File: src/hdl/prp_pkg.sv
// Shared types and constants for the page replacement policy block.
// No dependencies; the top level, the sequencer and the checker import this package.
package prp_pkg;

	localparam int POLICY_W  = 3;
	localparam int FRAMES_W  = 5;
	localparam int TOTAL_W   = 16;
	localparam int CFG_IDX_W = 2;
	localparam int CFG_DAT_W = 5;

	localparam logic [CFG_IDX_W-1:0] REG_POLICY = CFG_IDX_W'(0);
	localparam logic [CFG_IDX_W-1:0] REG_FRAMES = CFG_IDX_W'(1);

	localparam logic [POLICY_W-1:0] POL_FIFO     = 3'd0;
	localparam logic [POLICY_W-1:0] POL_LRU      = 3'd1;
	localparam logic [POLICY_W-1:0] POL_LFU_FIFO = 3'd2;
	localparam logic [POLICY_W-1:0] POL_LFU_LRU  = 3'd3;
	localparam logic [POLICY_W-1:0] POL_MFU_FIFO = 3'd4;
	localparam logic [POLICY_W-1:0] POL_MFU_LRU  = 3'd5;

	localparam logic [POLICY_W-1:0] POLICY_RST = POL_FIFO;
	localparam logic [FRAMES_W-1:0] FRAMES_RST = 5'd3;

	typedef enum logic [2:0] {
		ST_IDLE,
		ST_SCAN,
		ST_DECIDE,
		ST_SHIFT,
		ST_DONE
	} state_t;

	typedef struct packed {
		logic fault;
		logic replaced;
	} res_flags_t;

endpackage

File: src/hdl/page_replacement_policy_top.sv
// Top level of the page replacement policy block: configuration registers,
// result register, frame table memory and sequencer. Uses prp_pkg.
//
// The frame table is one memory with a single read port, so the lookup reads
// every occupied entry once; when the table is empty the lookup is skipped.
// A move to the youngest place or an eviction then copies each younger entry
// one place down, one entry per cycle. The next reference is taken while a
// result still waits in the output register.
// Configuration writes are always taken; change them only while idle.
module page_replacement_policy_top
	import prp_pkg::*;
#(
	parameter int MAX_FRAMES = 16,
	parameter int PAGE_BITS  = 8,
	parameter int COUNT_BITS = 16
) (
	input  logic                             clk,
	input  logic                             arst_n,
	input  logic                             cfg_valid,
	output logic                             cfg_ready,
	input  logic [CFG_IDX_W-1:0]             cfg_index,
	input  logic [CFG_DAT_W-1:0]             cfg_data,
	input  logic                             req_valid,
	output logic                             req_ready,
	input  logic [PAGE_BITS-1:0]             page,
	output logic                             rsp_valid,
	input  logic                             rsp_ready,
	output logic                             fault,
	output logic                             replaced,
	output logic [PAGE_BITS-1:0]             evicted_page,
	output logic [$clog2(MAX_FRAMES+1)-1:0]  resident_count,
	output logic [TOTAL_W-1:0]               fault_count,
	output logic [TOTAL_W-1:0]               replace_count
);

	localparam int AW = (MAX_FRAMES > 1) ? $clog2(MAX_FRAMES) : 1;
	localparam int OW = $clog2(MAX_FRAMES + 1);
	localparam int MW = PAGE_BITS + COUNT_BITS;

	logic [POLICY_W-1:0]  policy_q;
	logic [FRAMES_W-1:0]  frames_q;

	logic                 res_valid, res_ready;
	res_flags_t           res_flags;
	logic [PAGE_BITS-1:0] res_evicted;
	logic [OW-1:0]        res_occ;
	logic [TOTAL_W-1:0]   res_faults, res_replaces;

	logic                 mem_we, mem_re;
	logic [AW-1:0]        mem_waddr, mem_raddr;
	logic [MW-1:0]        mem_wdata, mem_rdata;

	logic                 rsp_valid_q;

	assign cfg_ready = 1'b1;

	always_ff @(posedge clk or negedge arst_n) begin
		if (!arst_n) begin
			policy_q <= POLICY_RST;
			frames_q <= FRAMES_RST;
		end else if (cfg_valid) begin
			unique case (cfg_index)
				REG_POLICY: policy_q <= cfg_data[POLICY_W-1:0];
				REG_FRAMES: frames_q <= cfg_data[FRAMES_W-1:0];
				default:    ;
			endcase
		end
	end

	prp_frame_mem #(
		.DEPTH (MAX_FRAMES),
		.WIDTH (MW),
		.AW    (AW)
	) u_mem (
		.clk   (clk),
		.we    (mem_we),
		.waddr (mem_waddr),
		.wdata (mem_wdata),
		.re    (mem_re),
		.raddr (mem_raddr),
		.rdata (mem_rdata)
	);

	prp_ctrl #(
		.MAX_FRAMES (MAX_FRAMES),
		.PAGE_BITS  (PAGE_BITS),
		.COUNT_BITS (COUNT_BITS),
		.AW         (AW),
		.OW         (OW)
	) u_ctrl (
		.clk          (clk),
		.arst_n       (arst_n),
		.req_valid    (req_valid),
		.req_ready    (req_ready),
		.page         (page),
		.policy       (policy_q),
		.frames       (frames_q),
		.res_valid    (res_valid),
		.res_ready    (res_ready),
		.res_flags    (res_flags),
		.res_evicted  (res_evicted),
		.res_occ      (res_occ),
		.res_faults   (res_faults),
		.res_replaces (res_replaces),
		.mem_we       (mem_we),
		.mem_waddr    (mem_waddr),
		.mem_wdata    (mem_wdata),
		.mem_re       (mem_re),
		.mem_raddr    (mem_raddr),
		.mem_rdata    (mem_rdata)
	);

	// Output register: load when empty or being drained.
	assign res_ready = !rsp_valid_q || rsp_ready;
	assign rsp_valid = rsp_valid_q;

	always_ff @(posedge clk or negedge arst_n) begin
		if (!arst_n) begin
			rsp_valid_q <= 1'b0;
		end else if (res_ready) begin
			rsp_valid_q <= res_valid;
		end
	end

	always_ff @(posedge clk) begin
		if (res_ready && res_valid) begin
			fault          <= res_flags.fault;
			replaced       <= res_flags.replaced;
			evicted_page   <= res_evicted;
			resident_count <= res_occ;
			fault_count    <= res_faults;
			replace_count  <= res_replaces;
		end
	end

endmodule

File: src/hdl/prp_frame_mem.sv
// Frame table storage: one write port, one read port, registered read data.
// Each word holds a page id above its use count. Depends on nothing.
module prp_frame_mem #(
	parameter int DEPTH = 16,
	parameter int WIDTH = 24,
	parameter int AW    = 4
) (
	input  logic             clk,
	input  logic             we,
	input  logic [AW-1:0]    waddr,
	input  logic [WIDTH-1:0] wdata,
	input  logic             re,
	input  logic [AW-1:0]    raddr,
	output logic [WIDTH-1:0] rdata
);

	logic [WIDTH-1:0] mem [DEPTH];

	always_ff @(posedge clk) begin
		if (we) begin
			mem[waddr] <= wdata;
		end
	end

	always_ff @(posedge clk) begin
		if (re) begin
			rdata <= mem[raddr];
		end
	end

endmodule

File: src/hdl/prp_ctrl.sv
// Reference sequencer: scans the frame table, picks the victim, compacts the
// table and updates the totals. Uses prp_pkg and drives prp_frame_mem ports.
module prp_ctrl
	import prp_pkg::*;
#(
	parameter int MAX_FRAMES = 16,
	parameter int PAGE_BITS  = 8,
	parameter int COUNT_BITS = 16,
	parameter int AW         = 4,
	parameter int OW         = 5
) (
	input  logic                          clk,
	input  logic                          arst_n,
	input  logic                          req_valid,
	output logic                          req_ready,
	input  logic [PAGE_BITS-1:0]          page,
	input  logic [POLICY_W-1:0]           policy,
	input  logic [FRAMES_W-1:0]           frames,
	output logic                          res_valid,
	input  logic                          res_ready,
	output res_flags_t                    res_flags,
	output logic [PAGE_BITS-1:0]          res_evicted,
	output logic [OW-1:0]                 res_occ,
	output logic [TOTAL_W-1:0]            res_faults,
	output logic [TOTAL_W-1:0]            res_replaces,
	output logic                          mem_we,
	output logic [AW-1:0]                 mem_waddr,
	output logic [PAGE_BITS+COUNT_BITS-1:0] mem_wdata,
	output logic                          mem_re,
	output logic [AW-1:0]                 mem_raddr,
	input  logic [PAGE_BITS+COUNT_BITS-1:0] mem_rdata
);

	localparam int LW = (OW > FRAMES_W) ? OW : FRAMES_W;
	localparam logic [COUNT_BITS-1:0] CNT_ONE = COUNT_BITS'(1);

	state_t state_q, state_d;

	logic [PAGE_BITS-1:0]  page_q;
	logic                  lru_q, lfu_q, mfu_q;
	logic [LW-1:0]         limit_q;
	logic [OW-1:0]         occ_q;
	logic [OW-1:0]         ptr_q;
	logic                  rd_vld_s1;
	logic [AW-1:0]         rd_idx_s1;
	logic                  hit_q;
	logic [AW-1:0]         hit_idx_q;
	logic [COUNT_BITS-1:0] hit_cnt_q;
	logic [AW-1:0]         vic_idx_q;
	logic [COUNT_BITS-1:0] vic_cnt_q;
	logic [PAGE_BITS-1:0]  vic_page_q;
	logic [COUNT_BITS-1:0] fin_cnt_q;
	logic                  fault_q, replaced_q;
	logic [PAGE_BITS-1:0]  evict_q;
	logic [TOTAL_W-1:0]    faults_q, replaces_q;

	logic                  lru_c, lfu_c, mfu_c;
	logic [LW-1:0]         limit_c;
	logic [PAGE_BITS-1:0]  rd_page;
	logic [COUNT_BITS-1:0] rd_cnt;
	logic [COUNT_BITS-1:0] hit_inc;
	logic                  sweep_done;
	logic                  evict_c;
	logic                  accept;

	assign rd_page    = mem_rdata[PAGE_BITS+COUNT_BITS-1:COUNT_BITS];
	assign rd_cnt     = mem_rdata[COUNT_BITS-1:0];
	assign hit_inc    = (hit_cnt_q == '1) ? hit_cnt_q : hit_cnt_q + CNT_ONE;
	assign sweep_done = (ptr_q == occ_q) && !rd_vld_s1;
	assign evict_c    = !hit_q && (LW'(occ_q) >= limit_q) && (occ_q != '0);
	assign accept     = req_valid && req_ready;

	// Policy decode; unused codes act as plain fifo.
	always_comb begin
		lru_c = 1'b0;
		lfu_c = 1'b0;
		mfu_c = 1'b0;
		unique case (policy)
			POL_LRU:      lru_c = 1'b1;
			POL_LFU_FIFO: lfu_c = 1'b1;
			POL_LFU_LRU:  begin lfu_c = 1'b1; lru_c = 1'b1; end
			POL_MFU_FIFO: mfu_c = 1'b1;
			POL_MFU_LRU:  begin mfu_c = 1'b1; lru_c = 1'b1; end
			default:      ;
		endcase
	end

	// Clamp the frame limit into 1..MAX_FRAMES.
	always_comb begin
		if (frames == '0) begin
			limit_c = LW'(1);
		end else if (LW'(frames) > LW'(MAX_FRAMES)) begin
			limit_c = LW'(MAX_FRAMES);
		end else begin
			limit_c = LW'(frames);
		end
	end

	always_comb begin
		state_d = state_q;
		unique case (state_q)
			ST_IDLE:   if (req_valid) state_d = (occ_q == '0) ? ST_DECIDE : ST_SCAN;
			ST_SCAN:   if (sweep_done) state_d = ST_DECIDE;
			ST_DECIDE: state_d = ((hit_q && lru_q) || evict_c) ? ST_SHIFT : ST_DONE;
			ST_SHIFT:  if (sweep_done) state_d = ST_DONE;
			ST_DONE:   if (res_ready) state_d = ST_IDLE;
			default:   state_d = ST_IDLE;
		endcase
	end

	always_comb begin
		req_ready = (state_q == ST_IDLE);
		res_valid = (state_q == ST_DONE);
		mem_re    = ((state_q == ST_SCAN) || (state_q == ST_SHIFT)) && (ptr_q < occ_q);
		mem_raddr = ptr_q[AW-1:0];
		mem_we    = 1'b0;
		mem_waddr = '0;
		mem_wdata = '0;
		unique case (state_q)
			ST_DECIDE: begin
				if (hit_q && !lru_q) begin
					mem_we    = 1'b1;
					mem_waddr = hit_idx_q;
					mem_wdata = {page_q, hit_inc};
				end else if (!hit_q && !evict_c) begin
					mem_we    = 1'b1;
					mem_waddr = occ_q[AW-1:0];
					mem_wdata = {page_q, CNT_ONE};
				end
			end
			ST_SHIFT: begin
				if (rd_vld_s1) begin
					// move the younger entry one place toward the old end
					mem_we    = 1'b1;
					mem_waddr = rd_idx_s1 - AW'(1);
					mem_wdata = mem_rdata;
				end else if (ptr_q == occ_q) begin
					mem_we    = 1'b1;
					mem_waddr = AW'(occ_q - OW'(1));
					mem_wdata = {page_q, fin_cnt_q};
				end
			end
			default: ;
		endcase
	end

	always_ff @(posedge clk or negedge arst_n) begin
		if (!arst_n) begin
			state_q    <= ST_IDLE;
			occ_q      <= '0;
			ptr_q      <= '0;
			rd_vld_s1  <= 1'b0;
			hit_q      <= 1'b0;
			faults_q   <= '0;
			replaces_q <= '0;
			fault_q    <= 1'b0;
			replaced_q <= 1'b0;
		end else begin
			state_q   <= state_d;
			rd_vld_s1 <= mem_re;
			if (mem_re) begin
				ptr_q <= ptr_q + OW'(1);
			end
			if (accept) begin
				hit_q <= 1'b0;
				ptr_q <= '0;
			end
			if ((state_q == ST_SCAN) && rd_vld_s1 && !hit_q && (rd_page == page_q)) begin
				hit_q <= 1'b1;
			end
			if (state_q == ST_DECIDE) begin
				fault_q    <= !hit_q;
				replaced_q <= evict_c;
				ptr_q      <= OW'(hit_q ? hit_idx_q : vic_idx_q) + OW'(1);
				if (!hit_q && (faults_q != '1)) begin
					faults_q <= faults_q + TOTAL_W'(1);
				end
				if (evict_c && (replaces_q != '1)) begin
					replaces_q <= replaces_q + TOTAL_W'(1);
				end
				if (!hit_q && !evict_c) begin
					occ_q <= occ_q + OW'(1);
				end
			end
		end
	end

	always_ff @(posedge clk) begin
		rd_idx_s1 <= mem_raddr;
		if (accept) begin
			page_q  <= page;
			lru_q   <= lru_c;
			lfu_q   <= lfu_c;
			mfu_q   <= mfu_c;
			limit_q <= limit_c;
		end
		if ((state_q == ST_SCAN) && rd_vld_s1) begin
			if (!hit_q && (rd_page == page_q)) begin
				hit_idx_q <= rd_idx_s1;
				hit_cnt_q <= rd_cnt;
			end
			// strict compare keeps the oldest entry on ties
			if ((rd_idx_s1 == '0) || (lfu_q && (rd_cnt < vic_cnt_q))
					|| (mfu_q && (rd_cnt > vic_cnt_q))) begin
				vic_idx_q  <= rd_idx_s1;
				vic_cnt_q  <= rd_cnt;
				vic_page_q <= rd_page;
			end
		end
		if (state_q == ST_DECIDE) begin
			fin_cnt_q <= hit_q ? hit_inc : CNT_ONE;
			evict_q   <= evict_c ? vic_page_q : '0;
		end
	end

	assign res_flags    = '{fault: fault_q, replaced: replaced_q};
	assign res_evicted  = evict_q;
	assign res_occ      = occ_q;
	assign res_faults   = faults_q;
	assign res_replaces = replaces_q;

endmodule

File: config.mk
export PLATFORM = sky130hd
export DESIGN_NAME = page_replacement_policy_top
export DESIGN_NICKNAME = d
export VERILOG_FILES = /design/src/hdl/prp_pkg.sv /design/src/hdl/page_replacement_policy_top.sv /design/src/hdl/prp_frame_mem.sv /design/src/hdl/prp_ctrl.sv
export SDC_FILE = /design/constraint.sdc
export NUM_CORES = 1
export LEC_CHECK = 0
export ABC_AREA = 1
export BUFFER_PORTS_ARGS = -buffer_cell sky130_fd_sc_hd__buf_4
export CORE_MARGIN = 1.5
export CORE_UTILIZATION = 65
export CTS_CLUSTER_SIZE = 40
export DETAILED_ROUTE_END_ITERATION = 10
export PLACE_DENSITY_LB_ADDON = 0.05
export REMOVE_ABC_BUFFERS = 1
export SKIP_LAST_GASP = 1
export SLEW_MARGIN = 25
export SYNTH_ARGS = -nofsm -noshare
export SYNTH_HDL_FRONTEND = slang
export SYNTH_SLANG_ARGS = --single-unit
export TNS_END_PERCENT = 20
File: constraint.sdc
create_clock -name clk -period 8.25 [get_ports clk]
set_input_delay 0 -clock clk [delete_from_list [all_inputs] [get_ports clk]]
set_output_delay 0 -clock clk [all_outputs]
set_load 0.02 [all_outputs]
# [After elaboration in Yosys (flattened, before gate mapping)]
# Memories as Yosys holds them, arrays and structs flattened. A register that Yosys moved wholly into a read port is not among the register bits.
# Cells that the tools add are included.
[op_classes] n_addsub=8 multipliers=0 div_mod_pow=0 n_lt_le_gt_ge=5 eq_ne=19 n_shift=0 n_mux=35 bitwise_logic=0 reduce_logical=47
[ops] op="$mux 24" count=4
[ops] op="$add 16x1->16 const B" count=3
[ops] op="$pmux 24 s2" count=1
[ops] op="$ne 16x16->1 const B" count=2
[ops] op="$mux 4" count=5
[ops] op="$mux 5" count=4
[ops] op="$logic_and 1x1->1" count=17
[ops] op="$eq 16x16->1 const B" count=1
[ops] op="$gt 16x16->1" count=1
[ops] op="$lt 16x16->1" count=1
[ops] op="$mux 16" count=1
[ops] op="$add 5x1->5 const B" count=3
[ops] op="$mux 3" count=5
[ops] op="$pmux 3 s5" count=1
[ops] op="$reduce_and 2->1" count=7
[ops] op="$eq 3x2->1 const B" count=4
[ops] op="$mux 1" count=11
[ops] op="$logic_not 5->1" count=2
[ops] op="$eq 3x3->1 const B" count=3
[ops] op="$eq 8x8->1" count=1
[ops] op="$pmux 4 s2" count=1
[ops] op="$sub 4x1->4 const B" count=2
[ops] op="$eq 3x1->1 const B" count=2
[ops] op="$ne 2x1->1 const B" count=3
[ops] op="other kinds (19)" count=29
[word_totals] register_bits=197 latchBits=0 ramBits=384 mem_bits_ro=0 out_inout_bits=50 word_cells=147 memories=1
[mem_list] name="u_mem.mem" depth=16 word_bits=24 rd=1 rd_ports_with_merged_regs=1 wr=1 line="prp_frame_mem.sv:17" source="logic [WIDTH-1:0] mem [DEPTH];"

# [Logic depth before layout (Yosys ltp)]
# Gate-level depths: netlist (run 1).
[depth] word_depth=10 depth_mapped=14

# [By module]
# A second synthesis (run 1) with hierarchy kept.
[hier_totals] cells_unflattened=2544 area_unflattened_um2=26750.7
[by_module_without_submodules] module="prp_frame_mem" n_inst=1 cells_per_inst=1597 area_each_um2=17191.5 seq_area_each_um2=12251.8
[by_module_without_submodules] module="prp_ctrl" n_inst=1 cells_per_inst=855 area_each_um2=7758.7 seq_area_each_um2=3948.8
[by_module_without_submodules] module="page_replacement_policy_top" n_inst=1 cells_per_inst=92 area_each_um2=1800.5 seq_area_each_um2=1639.1

# [Worst setup path before layout (run 1)]
# OpenSTA, ideal clock, no wires.
[synth_timing] path_kind="flip-flop to flip-flop" from="register u_ctrl.ptr_q[0]" to="memory u_mem.mem[4][0], enable pin" setup_ns=0.405 arrival_ns=2.972 setup_slack_ns=4.873 path_stages_with_launch=14 path_buffers=2 period_less_slack_ns=3.377 cell_sequence="dfrtp_1 -> inv_1 -> buf_2 -> clkbuf_1 -> ha_1 -> nand2_2 -> nor2_8 -> nand2_1 -> nand2_1 -> nand2_1 -> nand2_1 -> nor2_1 -> nand2_1 -> nor2_1"
[synth_via] elab_chain_cells=6
[synth_lines] element="start, declared" line="prp_ctrl.sv:43" source="logic [OW-1:0] ptr_q;"
[synth_lines] element="start signal, assigned" line="prp_ctrl.sv:162" source="ptr_q <= ptr_q + OW'(1);"
[synth_lines] element="start signal, assigned" line="prp_ctrl.sv:174" source="ptr_q <= OW'(hit_q ? hit_idx_q : vic_idx_q) + OW'(1);"
[synth_lines] element="$eq 5x5->1 (*)" line="prp_ctrl.sv:137" source="end else if (ptr_q == occ_q) begin"
[synth_lines] element="$mux 1" line="prp_ctrl.sv:137"
[synth_lines] element="$mux 1" line="prp_ctrl.sv:132" source="if (rd_vld_s1) begin"
[synth_lines] element="$pmux 1 s2" line="prp_ctrl.sv:119" source="unique case (state_q)"
[synth_lines] element="$mux 1" line="prp_frame_mem.sv:20" source="if (we) begin"
[synth_lines] element="$mux 1 (not written as such)" line="prp_frame_mem.sv:21" source="mem[waddr] <= wdata;"
[synth_lines] element="end, declared" line="prp_frame_mem.sv:17"
# Mark *: on every way between the ends. The rest lies on a longest branch, timed or not.

# [Worst setup path after layout (run 1)]
[layout_timing] from="register u_ctrl.occ_q[0] (netlist: u_ctrl.res_occ[0])" to="memory u_mem.mem[1][6], enable pin"
[layout_via] elab_chain_cells=10
[layout_lines] element="start, declared" line="prp_ctrl.sv:42" source="logic [OW-1:0] occ_q;"
[layout_lines] element="start signal, assigned" line="prp_ctrl.sv:182" source="occ_q <= occ_q + OW'(1);"
[layout_lines] element="$ge 5x5->1" line="prp_ctrl.sv:70" source="assign evict_c = !hit_q && (LW'(occ_q) >= limit_q) && (occ_q != '0);"
[layout_lines] element="$logic_and 1x1->1 (2 in a row)" line="prp_ctrl.sv:70"
[layout_lines] element="$logic_not 1->1" line="prp_ctrl.sv:125" source="end else if (!hit_q && !evict_c) begin"
[layout_lines] element="$logic_and 1x1->1" line="prp_ctrl.sv:125"
[layout_lines] element="$mux 1" line="prp_ctrl.sv:125"
[layout_lines] element="$mux 1" line="prp_ctrl.sv:121" source="if (hit_q && !lru_q) begin"
[layout_lines] element="$pmux 1 s2" line="prp_ctrl.sv:119"
[layout_lines] element="$mux 1" line="prp_frame_mem.sv:20"
[layout_lines] element="$mux 1 (not written as such)" line="prp_frame_mem.sv:21"
# Parallel ways exist; a longest one is shown, timed or not.

==> results.json, run 1 <==
{
  "io_pins": 70,
  "r2r_cells": 11,
  "yosysWarnings": 0,
  "cts_tree": "yes",
  "tightest_slew_ps": 1020,
  "fmax_mhz": 278,
  "crit_path_start_kind": "flip-flop",
  "synthArstFlopShare_pct": 9.59,
  "remaining_drc_errors": 0,
  "nNetsFinal": 2238,
  "grt_use_total_pct": 27.7,
  "synth_cell_types": 50,
  "postSynthCellCount": 2105,
  "path_class": "flip-flop to flip-flop",
  "via_per_inst": 5.98,
  "drive_gt1_share_pct": 10.5,
  "drv_cap": 0,
  "cts_sinks": 605,
  "place_inst": 2615,
  "yosys_most_used_dff": "edfxtp_1",
  "postCtsSetupRepairBufs": 0,
  "grt_pass1_wl_um": 86900,
  "holdBufCountCts": 24,
  "path_clk_slew_ps": 60,
  "cts_resized": 0,
  "rows": 72,
  "syn-cell-area_um2": 25300,
  "wirelength_met1_um": 23100,
  "power.density_nw_per_um2": 208,
  "fin_crit_ps": 3600,
  "clockBufferDepth": 3,
  "diodes": 0,
  "total_power_mw": 5.92,
  "stdcell_count": 2746,
  "core-area_um2": 38600,
  "grt_overflow": 0,
  "failed_checks": "hold timing",
  "hp-class": "input port to asynchronous set/reset pin",
  "area_delta_synth_final_pct": 12.2,
  "grt_pass1_vias": 16100,
  "wl_per_cell_um": 20.0,
  "drt_first_iter_violations": 1525,
  "start_util_pct": 65.6,
  "critPathRequiredTime_ps": 8510,
  "clock_latency_ps": 640,
  "die_area_um2": 40100,
  "seq_area_frac_synth_pct": 70.5,
  "clock_skew_ps": 27.1,
  "worst_ep_arrival_time_ps": 3860,
  "rsz0062_at_grt": "false",
  "highest_layer": "met4",
  "synth_seq_cells": 605,
  "nFillCells": 2628,
  "dpl_cell_area_um2": 26300,
  "syn_area_per_cell_um2": 12.0,
  "tns_ps": 0,
  "critPathCaptureType": "flip-flop",
  "peakVddDrop_v": 0.000250,
  "setup_violations": 0,
  "path_max_fanout": 24,
  "final_util_pct": 73.6,
  "drtPass1Iterations": 7,
  "ant_nets": 0,
  "die_y_um": 200,
  "slew_viol_final": 0,
  "synth-edff-count": 543,
  "status": "complete, but fails checks",
  "finalCritPeriodShare_pct": 43.6,
  "grt_max_degree": 102,
  "dr_wl_met3_um": 3870,
  "vias": 16400,
  "slew_headroom_pct": 31.7,
  "wl_um": 54800,
  "hold_viol_final": 15,
  "htree_levels": 2,
  "io_buffers": 68,
  "regArea_um2": 17800,
  "cts_root_buf": "clkbuf_16",
  "leakage_nw": 9.52,
  "fin_ws_ps": 4650,
  "numCtsBuffers": 59,
  "dpl.hpwl_um": 34100,
  "holdWs_ps": -19.8,
  "post-place-ws_ps": 4700,
  "fp.dieW_um": 200,
  "fin_area_um2": 28400,
  "route.met2.wl_um": 26500,
  "multi_input_area_um2": 6670,
  "antenna_found_initial": 0,
  "gp_congestion": 0.889
}
state kept, by name, indices dropped and copies added, names as in the netlist, 16 cells and up:
register and flops:
fault_count 16, replace_count 16, u_ctrl.fin_cnt_q 16, u_ctrl.hit_cnt_q 16, u_ctrl.res_faults 16, u_ctrl.res_replaces 16, u_ctrl.vic_cnt_q 16, u_mem.mem 384
u_mem.rdata 24
worst max-delay path, stage by stage (launching register included):
cell     delay (ps)
dfrtp_1         470
inv_1           160
ha_1            310
inv_1            60
nand2_1          50
nand2_1          60
nand3_1         100
nand2_2         300
nand3_1         540
o21ai_0         250
nand3_1         250
nor2_4          660
cells in the mapped netlist (all sizes together), types with 2 or more instances:
master,n,area (um^2)
clkbuf,47,176
xnor2,12,105
nand2,304,1160
o21ai,205,1030
ha,36,450
o22ai,12,75.1
o211ai,49,368
xor2,36,323
nand3b,3,22.5
or2,4,25.0
edfxtp,543,16300
dfxtp,4,80.1
inv,137,514
a22o,16,140
nor4,5,31.3
a211oi,2,15.0
nor2,384,1500
a21oi,24,120
o21bai,2,15.0
nor3,16,95.1
dfrtp,56,1400
nand4,10,62.6
buf,46,273
o32ai,48,420
nand3,90,450
dfstp,2,52.6
a31oi,3,25.0
cells in the final DEF, fill, tap and decap left out, types with 6 or more instances in the layout:
cell	netlist	layout
nand2_1	298	298
clkinv_1	1	9
a22o_1	16	16
clkinv_2	0	8
buf_4	11	85
ha_1	36	36
inv_2	10	11
o32ai_1	48	48
o21ai_2	1	12
o211ai_1	49	49
inv_1	127	125
clkbuf_16	0	60
o21ai_0	181	176
dlygate4sd3_1	0	24
xor2_1	35	35
o21ai_1	23	17
xnor2_1	12	12
nand3_1	90	90
edfxtp_1	543	543
nor2_4	5	22
dfrtp_1	56	54
nor3_1	13	13
nand4_1	10	10
clkbuf_1	47	20
nor2_1	376	356
nand2_2	6	6
a21oi_1	24	24
o22ai_1	12	12
layer usage:
| metal | GRT usage, % | vias up |
|---|---|---|
| met1 | 38.9 | 8063 |
| li1 | - | 7595 |
| met5 | 0 | - |
| met2 | 45.0 | 637 |
| met4 | 9.05 | 0 |
| met3 | 4.52 | 117 |
where the power goes:
part | total (mW) | switching (mW) | internal (mW)
Sequential | 3.31 | 0.00599 | 3.30
Combinational | 0.0455 | 0.0214 | 0.0241
Clock | 2.57 | 1.12 | 1.45
Total | 5.92 | 1.15 | 4.77
kinds of logic after synthesis:
group,synth area share [%]
AND/OR/NAND/NOR,13.2
flip-flops,70.5
AO/OA/AOI/OAI,8.85
buffers and inverters,3.82
XOR/XNOR,1.69
adder cells (fa/ha/maj),1.78
multiplexers,0.0841
other,0.0148
layout make-up:
type / count / area share [%]
inverters: 138 / 1.83
clock buffers: 85 / 5.79
multi-input cells: 1269 / 23.5
clock inverters: 22 / 0.657
repair buffers: 109 / 3.09
flip-flops and latches: 605 / 62.9
well taps: 518 / 2.28
path summary, 6_finish.rpt:
kind                                                     startpoint                               end  slack (ps)
worst max-delay path                  u_ctrl.res_occ[0]$_DFFE_PN0P_         u_mem.mem[1][6]$_DFFE_PP_        4650
worst min-delay path                                         arst_n  u_ctrl.res_faults[8]$_DFFE_PN0P_         -20
worst max register to register        u_ctrl.res_occ[0]$_DFFE_PN0P_         u_mem.mem[1][6]$_DFFE_PP_        4650
worst min register to register  u_ctrl.res_evicted[6]$_SDFFCE_PN0P_         evicted_page[6]$_DFFE_PP_         410
max in group asynchronous                                    arst_n       u_ctrl.ptr_q[0]$_DFFE_PN0P_        7670
min in group clk                                            page[7]        u_ctrl.page_q[7]$_DFFE_PP_          90
Note: power is estimated with default switching activity, not from simulation.
==> run 2: changes to the inputs <==
--- a/config.mk
+++ b/config.mk
@@ -8,7 +8,7 @@
 export ABC_AREA = 1
 export BUFFER_PORTS_ARGS = -buffer_cell sky130_fd_sc_hd__buf_4
 export CORE_MARGIN = 1.5
-export CORE_UTILIZATION = 65
+export CORE_UTILIZATION = 56
 export CTS_CLUSTER_SIZE = 40
 export DETAILED_ROUTE_END_ITERATION = 10
 export PLACE_DENSITY_LB_ADDON = 0.05
==> constraint.sdc (replaced) <==
create_clock -name clk -period 3.15 [get_ports clk]
set_input_delay 0 -clock clk [delete_from_list [all_inputs] [get_ports clk]]
set_output_delay 0 -clock clk [all_outputs]
set_load 0.02 [all_outputs]
==> results.json, run 2 (synthesis results as in run 1) <==
{
  "status": "finished, final reports clean",
  "gp_congestion": 0.896,
  "clock_skew_ps": 20.3,
  "nNetsFinal": 2286,
  "via_per_inst": 5.67,
  "total_power_mw": 15.2,
  "fin_ws_ps": 184,
  "start_util_pct": 57.0,
  "path_buf_inv": 2,
  "drv_cap": 0,
  "rsz0062_at_grt": "true",
  "numCtsBuffers": 60,
  "hold_viol_final": 0,
  "dpl_cell_area_um2": 26900,
  "critPathCaptureType": "flip-flop",
  "path_max_fanout": 16,
  "multi_input_area_um2": 6630,
  "final_util_pct": 65.2,
  "layout_common_cells": "edfxtp_1, nor2_1, nand2_1",
  "leakage_nw": 9.77,
  "ant_nets": 0,
  "io_buffers": 68,
  "critPathRequiredTime_ps": 3490,
  "worst_ep_arrival_time_ps": 3300,
  "fin_crit_ps": 2970,
  "diodes": 0,
  "finalCritPeriodShare_pct": 94.1,
  "cp_top_family": "simple AND/OR/NAND/NOR gates",
  "path_class": "flip-flop to flip-flop",
  "slew_viol_final": 0,
  "clockBufferDepth": 3,
  "vias": 16200,
  "slowest_stage": "dfrtp_1",
  "htree_levels": 2,
  "crit_chain": "ha_1 -> nand2_1 -> nor2_1 -> nand2_1 -> nand3_1 -> nand2_2 -> nand3_1 -> inv_1 -> nor2_1 -> nand2_1 -> nor2_4 -> buf_12",
  "rows": 77,
  "wl_per_cell_um": 19.7,
  "core-area_um2": 44400,
  "grt_pass1_wl_um": 87600,
  "antenna_found_initial": 1,
  "die_y_um": 216,
  "power.density_nw_per_um2": 526,
  "nFillCells": 3340,
  "r2r_cells": 12,
  "io_pins": 70,
  "crit_path_start_kind": "flip-flop",
  "stdcell_count": 2867,
  "drtPass1Iterations": 5,
  "regArea_um2": 17800,
  "hp-class": "input port to asynchronous set/reset pin",
  "cts_root_buf": "clkbuf_16",
  "remaining_drc_errors": 0,
  "slew_headroom_pct": 30.3,
  "area_delta_synth_final_pct": 14.4,
  "tns_ps": 0,
  "cts_tree": "yes",
  "r2r-start": "u_ctrl.res_occ[2]$_DFFE_PN0P_",
  "drive_gt1_share_pct": 11.6,
  "grt_pass1_vias": 15600,
  "final_common_cell": "edfxtp_1",
  "path_clk_slew_ps": 60,
  "fp.dieW_um": 216,
  "cts_sinks": 605,
  "wl_um": 56400,
  "holdWs_ps": 15.5,
  "fin_area_um2": 28900,
  "drt_first_iter_violations": 1703,
  "cp_common_cell": "nand2_1",
  "clock_latency_ps": 630,
  "grt_use_total_pct": 24.5,
  "tightest_slew_ps": 1050,
  "r2r_end": "u_mem.mem[6][9]$_DFFE_PP_",
  "post-place-ws_ps": 224,
  "top_register": "u_mem.mem",
  "largest_register_ffs": 384,
  "worst_path_largest_cell_delay_ps": 480,
  "setup_violations": 0,
  "grt_overflow": 0,
  "reg.largest.list": "u_mem.mem x384, u_mem.rdata x24",
  "r2r_slack_ps": 180,
  "peakVddDrop_v": 0.000515,
  "fmax_mhz": 337,
  "grt_max_degree": 197,
  "dpl.hpwl_um": 34200,
  "die_area_um2": 46500,
  "place_inst": 2732
}
-- run 2: how the worst max path moves through the flow --
stage	start	slack [ps]	cells past startpoint	endpoint
2_1_floorplan	u_ctrl.ptr_q[0]$_DFFE_PN0P_	-6190	11	u_mem.mem[4][0]$_DFFE_PP_
3_3_place_gp	u_ctrl.res_occ[3]$_DFFE_PN0P_	280	12	u_mem.mem[6][8]$_DFFE_PP_
3_5_place_dp	u_ctrl.res_occ[2]$_DFFE_PN0P_	220	13	u_mem.mem[12][7]$_DFFE_PP_
4_1_cts	u_ctrl.res_occ[2]$_DFFE_PN0P_	210	12	u_mem.mem[12][21]$_DFFE_PP_
5_1_grt	u_ctrl.res_occ[2]$_DFFE_PN0P_	-10	12	u_mem.mem[6][21]$_DFFE_PP_
6_report	u_ctrl.res_occ[2]$_DFFE_PN0P_	180	12	u_mem.mem[6][9]$_DFFE_PP_
-- run 2: power breakdown --
part           switching (mW)  internal [mW]  leakage, nW
Combinational          0.0569         0.0645         4.27
Sequential             0.0150           8.65         4.64
Clock                    2.90           3.54        0.860
-- run 2: area by class of cell --
| cell class | count | area share, % |
|---|---|---|
| clock inverters | 28 | 0.549 |
| inverters | 138 | 1.80 |
| repair buffers | 156 | 5.01 |
| well taps | 592 | 2.56 |
| flip-flops and latches | 605 | 61.7 |
| clock buffers | 79 | 5.51 |
| multi-input cells | 1269 | 22.9 |
-- run 2: metal layers --
metal,track usage [%],vias to the layer above,routed length [um]
li1,-,7692,-
met1,34.9,7957,25000
met2,39.0,507,26300
met3,4.75,90,3870
met4,6.50,0,1250
met5,0,-,0
-- run 2: timing repair --
| item | CTS | global route |
|---|---|---|
| hold endpoints to repair | 82 | 0 |
| hold buffers | 26 | 0 |
| setup endpoints to repair | 0 | 40 |
| resized for setup | 0 | 0 |
| setup buffers | 0 | 2 |
-- run 2: worst register-to-register path, cell delays in order (launching register included) --
cell	delay, ps
dfrtp_1	480
ha_1	350
nand2_1	50
nor2_1	80
nand2_1	50
nand3_1	80
nand2_2	210
nand3_1	210
inv_1	60
nor2_1	310
nand2_1	320
nor2_4	290
buf_12	200
==> run 3: changes to the inputs <==
--- a/config.mk
+++ b/config.mk
@@ -8,10 +8,11 @@
 export ABC_AREA = 1
 export BUFFER_PORTS_ARGS = -buffer_cell sky130_fd_sc_hd__buf_4
 export CORE_MARGIN = 1.5
-export CORE_UTILIZATION = 56
+export CORE_UTILIZATION = 62
 export CTS_CLUSTER_SIZE = 40
 export DETAILED_ROUTE_END_ITERATION = 10
 export PLACE_DENSITY_LB_ADDON = 0.05
+export RECOVER_POWER = 25
 export REMOVE_ABC_BUFFERS = 1
 export SKIP_LAST_GASP = 1
 export SLEW_MARGIN = 25
==> constraint.sdc (replaced) <==
create_clock -name clk -period 3.3 [get_ports clk]
set_input_delay 0 -clock clk [delete_from_list [all_inputs] [get_ports clk]]
set_output_delay 0 -clock clk [all_outputs]
set_load 0.02 [all_outputs]
==> results.json, run 3 (synthesis results as in run 1) <==
{
  "status": "complete, but fails checks",
  "holdWs_ps": 117,
  "numCtsBuffers": 59,
  "largest_register_ffs": 384,
  "grt_overflow": 0,
  "path_class": "flip-flop to flip-flop",
  "critPathCaptureType": "flip-flop",
  "wl_um": 57000,
  "htree_levels": 2,
  "drt_first_iter_violations": 1953,
  "grt_pass1_vias": 15800,
  "area_delta_synth_final_pct": 13.5,
  "wl_per_cell_um": 20.4,
  "rsz0062_at_grt": "false",
  "dpl_cell_area_um2": 26800,
  "fp.dieW_um": 205,
  "peakVddDrop_v": 0.000441,
  "final_common_cell": "edfxtp_1",
  "grt_max_degree": 197,
  "slew_viol_final": 87,
  "nFillCells": 2728,
  "worst_ep_arrival_time_ps": 3220,
  "cp_common_cell": "nand2_1",
  "clock_skew_ps": 18.9,
  "fin_area_um2": 28700,
  "setup_violations": 0,
  "crit_path_start_kind": "flip-flop",
  "power.density_nw_per_um2": 517,
  "io_buffers": 68,
  "cts_tree": "yes",
  "gp_congestion": 0.895,
  "via_per_inst": 5.88,
  "fin_ws_ps": 304,
  "path_max_fanout": 20,
  "slew_headroom_pct": -13.0,
  "stdcell_count": 2790,
  "crit_chain": "ha_1 -> nand3_1 -> inv_1 -> nand4_1 -> clkbuf_1 -> xnor2_1 -> nand2_1 -> nand2_1 -> nand2_1",
  "multi_input_area_um2": 6620,
  "grt_pass1_wl_um": 88500,
  "ant_nets": 0,
  "cts_root_buf": "clkbuf_16",
  "finalCritPeriodShare_pct": 90.8,
  "grt_use_total_pct": 27.6,
  "failed_checks": "capacitance limit, slew limit",
  "drive_gt1_share_pct": 9.05,
  "path_clk_slew_ps": 60,
  "worst_path_largest_cell_delay_ps": 660,
  "met2_usage_pct": 44.8,
  "layout_common_cells": "edfxtp_1, nor2_1, nand2_1",
  "use_met3_pct": 3.96,
  "hold_viol_final": 0,
  "antenna_found_initial": 0,
  "regArea_um2": 17800,
  "slowest_stage": "clkbuf_1",
  "nNetsFinal": 2279,
  "clockBufferDepth": 3,
  "hp-class": "input port to flip-flop",
  "reg.largest.list": "u_mem.mem x384, u_mem.rdata x24",
  "post-place-ws_ps": 321,
  "grt.busiest_layer": "met2",
  "start_util_pct": 63.2,
  "fin_crit_ps": 3000,
  "critPathRequiredTime_ps": 3520,
  "remaining_drc_errors": 0,
  "place_inst": 2662,
  "holdBufCountCts": 25,
  "rows": 73,
  "fmax_mhz": 334,
  "drtPass1Iterations": 5,
  "leakage_nw": 9.60,
  "core-area_um2": 40000,
  "dpl.hpwl_um": 34700,
  "use_met1_pct": 39.8,
  "tns_ps": 0,
  "top_register": "u_mem.mem",
  "die_y_um": 205,
  "die_area_um2": 42000,
  "vias": 16400,
  "tightest_slew_ps": 1700,
  "drv_cap": 2,
  "cts_resized": 0,
  "clock_latency_ps": 620,
  "cts_sinks": 605,
  "postCtsSetupRepairBufs": 0,
  "io_pins": 70,
  "diodes": 0
}
[run 3: changes by cell type in the layout (fill, tap and decap cells not counted), moves of 6 or more]
| cell | change |
|---|---|
| buf_4 | -68 |
| clkbuf_1 | +48 |
| clkbuf_4 | +9 |
| clkinv_1 | -6 |
| o21ai_0 | +6 |
| o21ai_1 | -6 |
[run 3: critical path: cells and delay by family (launching register included)]
family                     cells  cell delay [ps]
adders and majority gates      1              300
and+or+nand+nor                5              810
DFF                            1              460
buffers and inverters          2              770
xor gates and xnor gates       1              270
[run 3: power breakdown]
part           internal, mW  total (mW)  switching [mW]  leakage (nW)
Clock                  3.71        6.47            2.76         0.896
Sequential             8.25        8.27          0.0147          4.64
Combinational        0.0602       0.116          0.0560          4.06
Total                  12.0        14.9            2.83          9.60
[run 3: cell type report]
type | count | share of cell area (%)
Clock inverter | 27 | 0.993
Sequential cell | 605 | 62.1
Inverter | 138 | 1.81
Clock buffer | 76 | 5.43
Tap cell | 525 | 2.29
Multi-Input combinational cell | 1269 | 23.0
Timing Repair Buffer | 150 | 4.29
[run 3: path summary, 6_finish.rpt]
check / end / cells after the start / from / slack, ps
min in group asynchronous: u_ctrl.res_faults[4]$_DFFE_PN0P_ / 2 / arst_n / 320
max: u_mem.mem[0][0]$_DFFE_PP_ / 9 / u_ctrl.hit_cnt_q[0]$_DFFE_PP_ / 300
min reg2reg: evicted_page[6]$_DFFE_PP_ / 0 / u_ctrl.res_evicted[6]$_SDFFCE_PN0P_ / 420
max in group asynchronous: u_ctrl.ptr_q[1]$_DFFE_PN0P_ / 2 / arst_n / 1860
min: u_ctrl.page_q[0]$_DFFE_PP_ / 2 / page[0] / 120
max reg2reg: u_mem.mem[0][0]$_DFFE_PP_ / 9 / u_ctrl.hit_cnt_q[0]$_DFFE_PP_ / 300
[run 3: layer usage]
| layer | vias to the layer above | share of wire, % |
|---|---|---|
| met1 | 8016 | 43 |
| met5 | - | 0 |
| li1 | 7680 | - |
| met4 | 0 | 1.7 |
| met2 | 641 | 48 |
| met3 | 74 | 6.8 |
[run 3: metrics by stage]
stage	power, mW	utilization, %
6_report	14.9	71.8
5_1_grt	15.3	71.8
3_5_place_dp	8.51	67.1
3_3_place_gp	8.51	67.1
4_1_cts	15.0	72.3
2_1_floorplan	8.46	-
